$ cat src/sv/rds_text_assembler_core_macros.svh
// Assertion macros shared by the RDS text assembler modules.
`ifndef RDS_TEXT_ASSEMBLER_CORE_MACROS_SVH
`define RDS_TEXT_ASSEMBLER_CORE_MACROS_SVH

// The consequent must hold in the same cycle as the antecedent.
`define RDSTA_ASSERT_SAME(label, clk, rst, ante, cons, msg) \
   label: assert property (@(posedge clk) disable iff (rst) (ante) |-> (cons)) \
      else $error(msg);

// The consequent must hold in the cycle after the antecedent.
`define RDSTA_ASSERT_NEXT(label, clk, rst, ante, cons, msg) \
   label: assert property (@(posedge clk) disable iff (rst) (ante) |=> (cons)) \
      else $error(msg);

`endif

$ cat src/sv/rdsta_pkg.sv
// Types, constants and helper functions for the RDS text assembler.
`default_nettype none

package rdsta_pkg;

   localparam int REQ_DATA_W  = 48;
   localparam int RSP_DATA_W  = 72;
   localparam int CHUNK_W     = 3;
   localparam int CHARS_W     = 64;
   localparam int QUEUE_DEPTH = 2;

   localparam logic [3:0] GROUP_PS    = 4'h0;
   localparam logic [3:0] GROUP_RT    = 4'h2;
   localparam int         VERSION_BIT = 11;

   localparam logic TEXT_KIND_PS = 1'b0;
   localparam logic TEXT_KIND_RT = 1'b1;

   localparam logic [CHUNK_W-1:0] LAST_CHUNK = 3'd7;

   localparam logic [7:0] PRINT_LOW  = 8'd31;
   localparam logic [7:0] PRINT_HIGH = 8'd127;
   localparam logic [7:0] SPACE_CHAR = 8'h20;

   // One classified group waiting for the back end.
   typedef struct packed {
      logic        is_rt;
      logic [3:0]  segment;
      logic [15:0] word_c;
      logic [15:0] word_d;
   } rdsta_cmd_type;

   typedef struct packed {
      logic          valid;
      rdsta_cmd_type cmd;
   } rdsta_qpush_type;

   typedef struct packed {
      logic          valid;
      rdsta_cmd_type cmd;
   } rdsta_qhead_type;

   // Program-service bytes outside the printable range are shown as spaces.
   function automatic logic [7:0] ps_printable(input logic [7:0] c);
      ps_printable = (c > PRINT_LOW && c < PRINT_HIGH) ? c : SPACE_CHAR;
   endfunction

endpackage

`default_nettype wire

$ cat src/sv/rdsta_front.sv
// Front end: takes group beats, drops unused groups and queues the rest.
`default_nettype none

module rdsta_front (
   input  wire logic                                req_tvalid,
   output logic                                     req_tready,
   input  wire logic [rdsta_pkg::REQ_DATA_W-1:0]    req_tdata,
   input  wire logic                                queue_full,
   output rdsta_pkg::rdsta_qpush_type               push
);

   logic [15:0] block_b;
   logic [15:0] block_c;
   logic [15:0] block_d;
   logic [3:0]  group_type;
   logic        wanted;

   assign block_b    = req_tdata[15:0];
   assign block_c    = req_tdata[31:16];
   assign block_d    = req_tdata[47:32];
   assign group_type = block_b[15:12];

   // Only version A groups of type 0 or 2 carry text that we keep.
   assign wanted = !block_b[rdsta_pkg::VERSION_BIT] &&
                   (group_type == rdsta_pkg::GROUP_PS || group_type == rdsta_pkg::GROUP_RT);

   assign req_tready = !queue_full;

   always_comb begin
      push.valid       = req_tvalid && req_tready && wanted;
      push.cmd.is_rt   = (group_type == rdsta_pkg::GROUP_RT);
      push.cmd.segment = block_b[3:0];
      push.cmd.word_c  = block_c;
      push.cmd.word_d  = block_d;
   end

endmodule

`default_nettype wire

$ cat src/sv/rdsta_queue.sv
// Short command queue between the front end and the back end.
`default_nettype none

`include "rds_text_assembler_core_macros.svh"

module rdsta_queue #(
   parameter int DEPTH = rdsta_pkg::QUEUE_DEPTH
) (
   input  wire logic                       clock,
   input  wire logic                       reset,
   input  wire rdsta_pkg::rdsta_qpush_type push,
   output logic                            full,
   input  wire logic                       pop,
   output rdsta_pkg::rdsta_qhead_type      head
);

   localparam int PTR_W = (DEPTH > 1) ? $clog2(DEPTH) : 1;
   localparam int CNT_W = $clog2(DEPTH + 1);

   rdsta_pkg::rdsta_cmd_type slot_ff [DEPTH];
   logic [PTR_W-1:0] wr_ptr_ff, wr_ptr_in;
   logic [PTR_W-1:0] rd_ptr_ff, rd_ptr_in;
   logic [CNT_W-1:0] count_ff, count_in;

   function automatic logic [PTR_W-1:0] ptr_next(input logic [PTR_W-1:0] p);
      ptr_next = (p == PTR_W'(DEPTH - 1)) ? '0 : p + 1'b1;
   endfunction

   assign full       = (count_ff == CNT_W'(DEPTH));
   assign head.valid = (count_ff != '0);
   assign head.cmd   = slot_ff[rd_ptr_ff];

   always_comb begin
      wr_ptr_in = push.valid ? ptr_next(wr_ptr_ff) : wr_ptr_ff;
      rd_ptr_in = pop ? ptr_next(rd_ptr_ff) : rd_ptr_ff;
      count_in  = count_ff;
      if (push.valid && !pop) begin
         count_in = count_ff + 1'b1;
      end else if (pop && !push.valid) begin
         count_in = count_ff - 1'b1;
      end
   end

   always_ff @(posedge clock) begin
      if (reset) begin
         wr_ptr_ff <= '0;
         rd_ptr_ff <= '0;
         count_ff  <= '0;
      end else begin
         wr_ptr_ff <= wr_ptr_in;
         rd_ptr_ff <= rd_ptr_in;
         count_ff  <= count_in;
      end
   end

   always_ff @(posedge clock) begin
      if (push.valid) begin
         slot_ff[wr_ptr_ff] <= push.cmd;
      end
   end

   `RDSTA_ASSERT_SAME(a_pop_nonempty, clock, reset, pop, count_ff != '0, "pop from empty queue")
   `RDSTA_ASSERT_SAME(a_push_room, clock, reset, push.valid, !full || pop, "push into full queue")

endmodule

`default_nettype wire

$ cat src/sv/rdsta_back.sv
// Back end: text stores, read-out sequencer and result register.
`default_nettype none

`include "rds_text_assembler_core_macros.svh"

module rdsta_back (
   input  wire logic                                clock,
   input  wire logic                                reset,
   input  wire rdsta_pkg::rdsta_qhead_type          head,
   output logic                                     head_pop,
   output logic                                     rsp_tvalid,
   input  wire logic                                rsp_tready,
   output logic [rdsta_pkg::RSP_DATA_W-1:0]         rsp_tdata,
   output logic [0:0]                               rsp_tuser,
   output logic                                     rsp_tlast
);

   localparam logic [1:0] ST_IDLE   = 2'd0;
   localparam logic [1:0] ST_PS_OUT = 2'd1;
   localparam logic [1:0] ST_RT_RD  = 2'd2;
   localparam logic [1:0] ST_RT_OUT = 2'd3;

   localparam int CW = rdsta_pkg::CHUNK_W;
   localparam int XW = rdsta_pkg::CHARS_W;

   logic [1:0]    state_ff, state_in;
   logic [CW-1:0] chunk_ff, chunk_in;

   logic [7:0]  ps_ff [8];
   logic        ps_we;
   logic [XW-1:0] ps_chars;

   // Radiotext: even segments in the upper half of a chunk, odd in the lower.
   logic [31:0] rt_hi_mem [8];
   logic [31:0] rt_lo_mem [8];
   logic [15:0] rt_valid_ff;
   logic        rt_we;
   logic        rd_en;
   logic [CW-1:0] rd_addr;
   logic [31:0] rd_hi_ff, rd_lo_ff;
   logic        rd_vhi_ff, rd_vlo_ff;
   logic [XW-1:0] rt_chars;

   logic          out_free;
   logic          load;
   logic          load_kind;
   logic [CW-1:0] load_chunk;
   logic [XW-1:0] load_chars;
   logic          load_last;

   logic          rsp_valid_ff, rsp_valid_in;
   logic          rsp_kind_ff;
   logic [CW-1:0] rsp_chunk_ff;
   logic [XW-1:0] rsp_chars_ff;
   logic          rsp_last_ff;

   always_comb begin
      for (int i = 0; i < 8; i++) begin
         ps_chars[XW-1-8*i -: 8] = rdsta_pkg::ps_printable(ps_ff[i]);
      end
   end

   assign rt_chars = {rd_vhi_ff ? rd_hi_ff : 32'h0, rd_vlo_ff ? rd_lo_ff : 32'h0};
   assign out_free = !rsp_valid_ff || rsp_tready;

   always_comb begin
      state_in   = state_ff;
      chunk_in   = chunk_ff;
      head_pop   = 1'b0;
      ps_we      = 1'b0;
      rt_we      = 1'b0;
      rd_en      = 1'b0;
      rd_addr    = chunk_ff;
      load       = 1'b0;
      load_kind  = rdsta_pkg::TEXT_KIND_PS;
      load_chunk = '0;
      load_chars = ps_chars;
      load_last  = 1'b1;
      case (state_ff)
         ST_IDLE: begin
            if (head.valid) begin
               head_pop = 1'b1;
               if (head.cmd.is_rt) begin
                  rt_we    = 1'b1;
                  chunk_in = '0;
                  state_in = ST_RT_RD;
               end else begin
                  ps_we    = 1'b1;
                  state_in = ST_PS_OUT;
               end
            end
         end
         ST_PS_OUT: begin
            if (out_free) begin
               load     = 1'b1;
               state_in = ST_IDLE;
            end
         end
         ST_RT_RD: begin
            rd_en    = 1'b1;
            rd_addr  = chunk_ff;
            state_in = ST_RT_OUT;
         end
         ST_RT_OUT: begin
            load_kind  = rdsta_pkg::TEXT_KIND_RT;
            load_chunk = chunk_ff;
            load_chars = rt_chars;
            load_last  = (chunk_ff == rdsta_pkg::LAST_CHUNK);
            if (out_free) begin
               load = 1'b1;
               if (load_last) begin
                  state_in = ST_IDLE;
               end else begin
                  rd_en    = 1'b1;
                  rd_addr  = chunk_ff + 1'b1;
                  chunk_in = chunk_ff + 1'b1;
               end
            end
         end
         default: begin
            state_in = ST_IDLE;
         end
      endcase
   end

   always_comb begin
      rsp_valid_in = rsp_valid_ff;
      if (load) begin
         rsp_valid_in = 1'b1;
      end else if (rsp_tready) begin
         rsp_valid_in = 1'b0;
      end
   end

   always_ff @(posedge clock) begin
      if (reset) begin
         state_ff     <= ST_IDLE;
         chunk_ff     <= '0;
         rsp_valid_ff <= 1'b0;
         rt_valid_ff  <= '0;
         for (int i = 0; i < 8; i++) begin
            ps_ff[i] <= 8'h00;
         end
      end else begin
         state_ff     <= state_in;
         chunk_ff     <= chunk_in;
         rsp_valid_ff <= rsp_valid_in;
         if (rt_we) begin
            rt_valid_ff[head.cmd.segment] <= 1'b1;
         end
         if (ps_we) begin
            ps_ff[{head.cmd.segment[1:0], 1'b0}] <= head.cmd.word_d[15:8];
            ps_ff[{head.cmd.segment[1:0], 1'b1}] <= head.cmd.word_d[7:0];
         end
      end
   end

   always_ff @(posedge clock) begin
      if (rt_we && !head.cmd.segment[0]) begin
         rt_hi_mem[head.cmd.segment[3:1]] <= {head.cmd.word_c, head.cmd.word_d};
      end
      if (rt_we && head.cmd.segment[0]) begin
         rt_lo_mem[head.cmd.segment[3:1]] <= {head.cmd.word_c, head.cmd.word_d};
      end
      if (rd_en) begin
         rd_hi_ff  <= rt_hi_mem[rd_addr];
         rd_lo_ff  <= rt_lo_mem[rd_addr];
         rd_vhi_ff <= rt_valid_ff[{rd_addr, 1'b0}];
         rd_vlo_ff <= rt_valid_ff[{rd_addr, 1'b1}];
      end
   end

   always_ff @(posedge clock) begin
      if (load) begin
         rsp_kind_ff  <= load_kind;
         rsp_chunk_ff <= load_chunk;
         rsp_chars_ff <= load_chars;
         rsp_last_ff  <= load_last;
      end
   end

   assign rsp_tvalid = rsp_valid_ff;
   assign rsp_tdata  = {(rdsta_pkg::RSP_DATA_W - CW - XW)'(0), rsp_chars_ff, rsp_chunk_ff};
   assign rsp_tuser  = rsp_kind_ff;
   assign rsp_tlast  = rsp_last_ff;

   `RDSTA_ASSERT_SAME(a_pop_idle, clock, reset, head_pop, state_ff == ST_IDLE, "pop while busy")
   `RDSTA_ASSERT_NEXT(a_last_idle, clock, reset, load && load_last, state_ff == ST_IDLE, "busy after last")
   `RDSTA_ASSERT_SAME(a_ps_single, clock, reset, rsp_valid_ff && rsp_kind_ff == rdsta_pkg::TEXT_KIND_PS, rsp_last_ff && rsp_chunk_ff == '0, "name result not single")

endmodule

`default_nettype wire

$ cat src/sv/rds_text_assembler_core.sv
// Top level of the RDS program-service and radiotext assembler.
`default_nettype none

// Each request beat carries one received RDS group (blocks B, C and D). Version A groups of
// type 0 update two characters of the 8-character program-service name and produce one result
// beat holding the whole name, with non-printable bytes shown as spaces; version A groups of
// type 2 update four characters of the 64-character radiotext and produce eight result beats,
// chunks 0 to 7, the last marked with tlast. All other groups are taken and dropped. The front
// end classifies a group in the cycle it is accepted and places it in a small queue
// (QUEUE_DEPTH groups), so new groups keep arriving while the back end is busy. The back end
// handles one group at a time: a name group takes one store write and then its result beat;
// a radiotext group takes one store write, one memory read, then one chunk a cycle while the
// output is not stalled. The name store resets to zero bytes, shown as spaces; the radiotext
// store reads zeros after reset with no clearing pass; back-pressure holds the sequencer.

module rds_text_assembler_core #(
   parameter int QUEUE_DEPTH = rdsta_pkg::QUEUE_DEPTH
) (
   input  wire logic                              clock,
   input  wire logic                              reset,
   input  wire logic                              req_tvalid,
   output logic                                   req_tready,
   // block_b [15:0], block_c [31:16], block_d [47:32]
   input  wire logic [rdsta_pkg::REQ_DATA_W-1:0]  req_tdata,
   output logic                                   rsp_tvalid,
   input  wire logic                              rsp_tready,
   // chunk_index [2:0], chars [66:3], zero fill [71:67]
   output logic [rdsta_pkg::RSP_DATA_W-1:0]       rsp_tdata,
   // text_kind [0]
   output logic [0:0]                             rsp_tuser,
   output logic                                   rsp_tlast
);

   rdsta_pkg::rdsta_qpush_type push;
   rdsta_pkg::rdsta_qhead_type head;
   logic                       queue_full;
   logic                       head_pop;

   rdsta_front u_front (
      .req_tvalid (req_tvalid),
      .req_tready (req_tready),
      .req_tdata  (req_tdata),
      .queue_full (queue_full),
      .push       (push)
   );

   rdsta_queue #(
      .DEPTH (QUEUE_DEPTH)
   ) u_queue (
      .clock (clock),
      .reset (reset),
      .push  (push),
      .full  (queue_full),
      .pop   (head_pop),
      .head  (head)
   );

   rdsta_back u_back (
      .clock      (clock),
      .reset      (reset),
      .head       (head),
      .head_pop   (head_pop),
      .rsp_tvalid (rsp_tvalid),
      .rsp_tready (rsp_tready),
      .rsp_tdata  (rsp_tdata),
      .rsp_tuser  (rsp_tuser),
      .rsp_tlast  (rsp_tlast)
   );

endmodule

`default_nettype wire
$ cat config.mk
export PLATFORM = sky130hd
export DESIGN_NAME = rds_text_assembler_core
export DESIGN_NICKNAME = d
export VERILOG_FILES = /design/src/sv/rdsta_pkg.sv /design/src/sv/rdsta_front.sv /design/src/sv/rdsta_queue.sv /design/src/sv/rdsta_back.sv /design/src/sv/rds_text_assembler_core.sv
export VERILOG_INCLUDE_DIRS = /design/src /design/src/sv
export SDC_FILE = /design/constraint.sdc
export NUM_CORES = 1
export LEC_CHECK = 0
export BUFFER_PORTS_ARGS = -buffer_cell sky130_fd_sc_hd__clkbuf_2
export CORE_ASPECT_RATIO = 1.25
export CORE_MARGIN = 5
export CORE_UTILIZATION = 40
export CTS_BUF_LIST = sky130_fd_sc_hd__clkbuf_16
export CTS_CLUSTER_SIZE = 10
export DETAILED_ROUTE_END_ITERATION = 8
export GPL_TIMING_DRIVEN = 0
export SYNTH_ARGS = -nofsm -noshare
export SYNTH_HDL_FRONTEND = slang
export SYNTH_SLANG_ARGS = --single-unit
$ cat constraint.sdc
create_clock -name clock -period 4.2 [get_ports clock]
set_clock_uncertainty 0.15 [all_clocks]
set_input_delay 0.84 -clock clock [delete_from_list [all_inputs] [get_ports clock]]
set_output_delay 0.84 -clock clock [all_outputs]
set_load 0.03 [all_outputs]
Yosys cells after proc, flatten, opt, wreduce, memory -nomap -nowiden
Memory sizes are Yosys's and may differ from the RTL's. A register that Yosys moved wholly into a read port is not among the register bits.
Cells that the tools add are included.
Storage, ports and cells
  register bits: 97
  bits in latches: 0
  memory bits (writable): 650
  ROM bits: 0
  output and inout port bits: 76
  word-level logic and storage cells: 157
  memories: 4
Memories
  u_back.rt_hi_mem: words 8, width 32, rd ports 1, clocked after memory_dff 1, write ports 1, line rdsta_back.sv:34  | logic [31:0] rt_hi_mem [8];
  u_back.rt_lo_mem: words 8, width 32, rd ports 1, clocked after memory_dff 1, write ports 1, line rdsta_back.sv:35  | logic [31:0] rt_lo_mem [8];
  u_queue.slot_ff: words 2, width 37, rd ports 1, clocked after memory_dff 1, write ports 1, line rdsta_queue.sv:20  | rdsta_pkg::rdsta_cmd_type slot_ff [DEPTH];
  u_back.ps_ff: words 8, width 8, rd ports 8, clocked after memory_dff 0, write ports 8, line rdsta_back.sv:29  | logic [7:0] ps_ff [8];
Operators by class
  add/subtract/negate cells: 5
  $mul: 0
  divide/modulo/power cells: 0
  order comparisons: 20
  equal/unequal tests: 11
  shift operators: 0
  mux-type cells: 68
  bitwise logic cells: 1
  reduce and logical (&&, ||, !) cells: 35
Operators with widths (number)
  8-bit two-way mux: 10
  8-bit by 5-bit > comparator with 1-bit output (second input constant): 8
  8-bit by 7-bit less-than comparator with 1-bit output (second input constant): 8
  32-bit two-way mux: 2
  64-bit two-way mux: 1
  1-bit two-way mux: 35
  3-bit two-way mux: 7
  1-bit logical AND: 16
  16-bit bitwise OR: 1
  8-bit OR reduction: 2
  4-bit by 5-bit less-than comparator with 1-bit output (second input constant): 3
  2-bit two-way mux: 7
  2-bit case mux with 4 select lines: 1
  2-bit nonzero test: 4
  1-bit binary-select mux with 3-bit select: 2
  2-bit equality test (second input constant): 3
  1-bit zero test: 6
  2-bit by 1-bit != test with 1-bit output (second input constant): 3
  3-bit case mux with 2 select lines: 1
  1-bit demux with 4-bit select: 1
  4-bit by 2-bit equality test with 1-bit output (second input constant): 1
  4-bit by 1-bit greater-or-equal comparator with 1-bit output (second input constant): 1
  4-bit zero test: 1
  2-bit != test (second input constant): 2
  other kinds (12): 14

Longest topological paths before layout
  depth in word-level cells: 8
  gate-level depth with buffers: 10
  depth with buffers taken out: 6

Hierarchy
Synthesis repeated with hierarchy kept, for this count alone.
Unflattened totals
  cells, all modules: 2086
  area, all modules: 32906.6 µm²
By module, submodules not included
  rdsta_back: times used 1, cells an instance 1908, area an instance 29717.3 µm²
  rdsta_queue: times used 1, cells an instance 137, area an instance 2887.8 µm²
  rdsta_front: times used 1, cells an instance 41, area an instance 301.5 µm²

Worst setup path after synthesis
No wires, ideal clock.
  path type: in2reg
  from: input req_tdata[12] (netlist name)
  to: memory u_queue.slot_ff[0][0] (netlist name) (enable)
  arrival time: 2991 ps
  data required time: 3614 ps
  slack: 623 ps
  cell stages on the path: 3
  path buffers: 0
  cells stage by stage: nor3_1 -> and4b_1 -> nor2b_1
RTL lines
  start, declared: line rds_text_assembler_core.sv:24  | input wire logic [rdsta_pkg::REQ_DATA_W-1:0] req_tdata,
  end, declared: line rdsta_queue.sv:20

Worst setup path after layout
  from: register u_back.chunk_ff[1]
  to: register u_back.rd_lo_ff[20] (read register of u_back.rt_lo_mem) (data pin)
Between the ends
  longest elaborated chain between the ends: 4
  elaborated cells between the ends (all ways): 8
Ends and longest elaborated chain
  start, declared: line rdsta_back.sv:27  | logic [CW-1:0] chunk_ff, chunk_in;
  start signal, assigned: line rdsta_back.sv:146  | chunk_ff <= chunk_in;
  3-bit by 1-bit adder with 3-bit output / 3-bit equality test (equally long branches): line rdsta_back.sv:115, rdsta_back.sv:108
  3-bit two-way mux / 1-bit two-way mux (equally long branches): line rdsta_back.sv:111  | if (load_last) begin
  3-bit two-way mux / 1-bit two-way mux (equally long branches): line rdsta_back.sv:109  | if (out_free) begin
  3-bit two-way mux / 1-bit case mux with 2 select lines (equally long branches): line rdsta_back.sv:79  | case (state_ff)
  end, declared: line rdsta_back.sv:40  | logic [31:0] rd_hi_ff, rd_lo_ff;
Parallel ways exist; a longest one is shown, timed or not.
A chain may end at the register's enable or synchronous reset.

==> qor_table.md <==
| Step | Metric | Value |
|---|---|---|
| grt | Largest net degree at the start of global routing | 53 |
| placed design | Count of input and output buffers | 115 |
| final layout | Count of filler cells inserted in the layout | 6945 |
| placed design | HPWL after detailed placement | 70200 um |
| yosys | Synth warn | 0 |
| worst setup path | Cell type with the highest occurrence count on the critical path | sky130_fd_sc_hd__buf_2 |
| floorplan | Die outline width | 266 um |
| yosys | Yosys cell types | 63 |
| worst setup path | CP max stage delay | 0.78 ns |
| yosys | Netlist Area Pre-Place | 32700 sq um |
| grt | First-pass GRT wire length | 141000 um |
| timing | Hold Vio Cnt, Final | 0 |
| clock network | # Post-CTS Setup Buffers | 0 |
| floorplan | Total Die Area | 87600 sq um |
| grt | Global route overflow | 0 |
| final layout | Final cell count without fillers | 3464 |
| routing | Average vias per placed instance | 5.99 |
| placed design | Post-placement cell count | 3341 |
| clock network | CTS Sinks | 812 |
| timing | Min Tclk post-route | 4.18 ns |
| timing | Total Neg Setup Slack | 0 ns |
| routing | Average wire per cell in the routed design | 28.3 um |
| yosys | Most repeated cell in the gate-level netlist after synthesis | sky130_fd_sc_hd__edfxtp_1 |
| timing | Number of failing setup endpoints in the final timing report | 0 |
| run | Count of max-cap constraint violations | 1 |
| floorplan | Core Box Area | 81200 sq um |
| final layout | Multi-input gate area | 7860 sq um |
| worst setup path | Startpoint types | register |
| yosys | Library cell occupying the most area in the post-synthesis netlist | sky130_fd_sc_hd__edfxtp_1 |
| run status | Run status | finished with violations |
| worst setup path | Arrival time at the worst endpoint | 4.35 ns |
| clock network | Number of buffers inserted during clock tree synthesis | 91 |
| worst setup path | Critical path class | register to register |
| routing | Initial DRC count | 2169 |
| worst setup path | Kind of end point of the critical path | register |
| yosys | Ranking of synthesized cells by instance count | sky130_fd_sc_hd__edfxtp_1, sky130_fd_sc_hd__nor2_1, sky130_fd_sc_hd__a211oi_1 |
| routing | Final Routed Wirelength | 98000 um |
| final layout | Share of layout cells above drive strength 1 | 16.3% |
| worst setup path | Worst reg-to-reg setup slack | 0.02 ns |
| clock network | Number of buffers between clock root and the deepest sink | 3 |
| placed design | Weighted congestion reported at the end of routability-driven placement | 0.910 |
| floorplan | Num ports | 128 |
| floorplan | Effective utilization at floorplan | 40.2% |
| min path | Worst hold path type | primary input to register |
| routing | Count of antenna-violating nets left after detailed routing | 0 |
| timing | Crit share post-route | 99.5% |
| worst setup path | Largest driver fanout on the critical path | 10 |
| yosys | Post-synthesis sequential element count | 812 |
| timing | Tightest Pin Transition | 1.44 ns |
| worst setup path | Terminus of the critical flop-to-flop path | u_back.rd_lo_ff[20] |
| grt | Antenna violations before repair | 3 |
| worst setup path | Path depth of the worst reg2reg path | 8 |
| power and ir drop | Static leakage power | 12.9 nW |
| final layout | Share of the core filled with cells | 46.4% |
| worst setup path | Cells along the critical path | ha_1 > nand2_1 > a31oi_1 > buf_2 > buf_2 > a221o_1 > o21ai_0 > a211oi_1 |
| final layout | Area growth, synth to finish | 15.4% |
| routing | DR DRC count | 0 |
| clock network | Skew-Pair Late Insertion Delay | 0.65 ns |
| routing | Number of search-and-repair iterations in the first detailed-routing pass | 8 |
| final layout | Net total in the final layout | 2418 |
| timing | Worst hold slack across all endpoints | 0.233 ns |
| worst setup path | Cell with the biggest individual delay on the critical path | sky130_fd_sc_hd__a211oi_1 |
| yosys | Area contributors post-synth | sky130_fd_sc_hd__edfxtp_1, sky130_fd_sc_hd__a211oi_1, sky130_fd_sc_hd__a22o_1, sky130_fd_sc_hd__and3_1, sky130_fd_sc_hd__nor2_1 |
| worst setup path | Critical register-to-register path startpoint | u_back.chunk_ff[1] |
| clock network | H-tree depth reported by CTS | 3 |
| timing | Setup WS post-layout | 0.0191 ns |
| yosys | Primary flip-flop cell chosen by synthesis mapping | sky130_fd_sc_hd__edfxtp_1 |
| worst setup path | CP required | 4.37 ns |
| routing | Vias | 20800 |
| timing | Setup repair after global routing missed its margin | false |
| timing | Final Max Tran Viols | 0 |
| yosys | Async SR Flop Fraction | 0% |
| power and ir drop | Power density of the placed cells | 534 nW/um^2 |
| placed design | Placement Setup Slack | -0.154 ns |
| yosys | Sequential fraction of the synthesis area | 73.7% |
| grt | Tot GR Track Use | 21.8% |
| clock network | Clock tree root driver cell | sky130_fd_sc_hd__clkbuf_16 |
| yosys | Fraction of synthesized cell area taken by the top area cell type | 72.1% |
| floorplan | Placement row count | 117 |
| run status | Violations in the final reports | max-capacitance violations |
| clock network | TritonCTS clock tree | yes |
| worst setup path | Setup crit start | u_back.chunk_ff[1] |
| yosys | Instance count of the mapped netlist | 2131 |
| floorplan | Y dimension of the die | 330 um |
| final layout | Flip-flop and latch area | 24100 sq um |
| yosys | Synthesized area per cell | 15.3 sq um |
| yosys | EDFF count, synth | 785 |
| clock network | Clk slew on worst S/H paths | 0.06 ns |
| worst setup path | Capturing instance or port of the critical path | u_back.rd_lo_ff[20] |
| timing | Peak Freq | 239 MHz |
| timing | Relative slew slack | 0.964% |
| min path | Cell count of the worst hold path | 1 |
| power and ir drop | Worst voltage drop across the vdd grid | 0.322 mV |
| grt | Number of global-route vias before repair | 20900 |
state kept, by name, summed over array words and instances, names as in the netlist, 3 cells and up, named ones only:
signal               count
u_back.rt_hi_mem       256
u_back.rt_lo_mem       256
u_queue.slot_ff         74
u_back.ps_ff            64
u_back.rsp_chars_ff     64
u_back.rd_hi_ff         32
u_back.rd_lo_ff         32
u_back.rt_valid_ff      16
u_back.chunk_ff          3
u_back.rsp_chunk_ff      3
placed cells by master (no fill, tap or decap), types with 7 or more instances in the layout:
master and instances:
sky130_fd_sc_hd__edfxtp_1 785, sky130_fd_sc_hd__a211oi_1 194, sky130_fd_sc_hd__nor2_1 182, sky130_fd_sc_hd__and3_1 134, sky130_fd_sc_hd__o21ai_0 127, sky130_fd_sc_hd__clkbuf_2 116
sky130_fd_sc_hd__a22o_1 105, sky130_fd_sc_hd__clkbuf_1 101, sky130_fd_sc_hd__clkbuf_16 94, sky130_fd_sc_hd__a221o_1 65, sky130_fd_sc_hd__buf_2 49, sky130_fd_sc_hd__inv_1 41
sky130_fd_sc_hd__a221oi_1 38, sky130_fd_sc_hd__nand2_1 32, sky130_fd_sc_hd__a221oi_2 30, sky130_fd_sc_hd__dfxtp_1 27, sky130_fd_sc_hd__a21oi_1 22, sky130_fd_sc_hd__nand3_1 18
sky130_fd_sc_hd__o21ai_1 18, sky130_fd_sc_hd__nand2b_1 17, sky130_fd_sc_hd__mux2_2 17, sky130_fd_sc_hd__nor2_4 16, sky130_fd_sc_hd__and2_1 14, sky130_fd_sc_hd__mux2i_1 14
sky130_fd_sc_hd__buf_12 14, sky130_fd_sc_hd__nand4_1 10, sky130_fd_sc_hd__buf_6 9, sky130_fd_sc_hd__o31ai_1 8, sky130_fd_sc_hd__buf_4 7
per-stage QoR:
stage | area (sq um) | total power, mW
after global placement | 34600 | 13.3
after global routing | 37700 | 20.8
after floorplan | 32700 | 12.0
after detailed placement | 35200 | 13.4
after CTS | 37700 | 20.2
final | 37700 | 20.2
worst min-delay path by stage:
stage	to	slack [ns]	start
2_1_floorplan	u_back.rt_valid_ff[0]	0.28	u_back.rt_valid_ff[0]
5_1_grt	u_queue.slot_ff[0][35]	0.22	req_tdata[3]
3_5_place_dp	u_back.rt_valid_ff[5]	0.31	u_back.rt_valid_ff[5]
3_3_place_gp	u_back.rt_valid_ff[0]	0.30	u_back.rt_valid_ff[0]
6_report	u_queue.slot_ff[0][11]	0.23	req_tdata[43]
4_1_cts	u_queue.slot_ff[0][27]	0.20	req_tdata[27]
per-layer routing:
layer | GRT usage, % | up-vias | share of wire (%)
met5 | 0 | - | 0.013
met4 | 9.56 | 2 | 4.4
met3 | 3.58 | 210 | 6.7
met2 | 39.1 | 948 | 52
met1 | 26.0 | 10600 | 37
li1 | - | 9021 | -
cells by family (layout without fill, tap and decap cells):
family | after synthesis | after routing | synth area share (%)
xor gates and xnor gates | 4 | 4 | 0.107
other | 1 | 7 | 0.0115
adders and majority gates | 2 | 2 | 0.0765
DFF | 812 | 812 | 73.7
AOI/OAI and AO/OA | 640 | 640 | 15.5
buffers and inverters | 195 | 451 | 2.72
muxes | 34 | 34 | 1.11
and+or+nand+nor | 443 | 443 | 6.79
what timing repair did:
item	CTS	global route
resized for setup	3	1
endpoints found under the setup margin	45	1
endpoints found under the hold margin	0	0
hold buffers	0	0
critical path: cells and delay by family, from the launching register on:
kind / cells / cell delay, ns
AO/OA/AOI/OAI: 4 / 1.87
buffers and inverters: 2 / 0.80
adder cells (fa/ha/maj): 1 / 0.32
AND/OR/NAND/NOR: 1 / 0.25
flip-flops: 1 / 0.45
cell type report:
| type | instances | share of cell area [%] |
|---|---|---|
| multi-input combinational | 1128 | 20.8 |
| timing repair buffer | 136 | 2.72 |
| antenna | 2 | 0.0133 |
| sequential | 812 | 63.9 |
| clock inverter | 26 | 0.378 |
| clock buffer | 94 | 6.23 |
| tap | 1071 | 3.55 |
| inverter | 24 | 0.245 |
| buffer | 171 | 2.11 |
report_power, final:
part | internal [mW] | switching, mW | total [mW]
Sequential | 9.86 | 0.208 | 10.1
Clock | 3.95 | 2.97 | 6.92
Combinational | 0.755 | 2.43 | 3.19
Total | 14.6 | 5.61 | 20.2
Power figures use the tool's default switching activity.
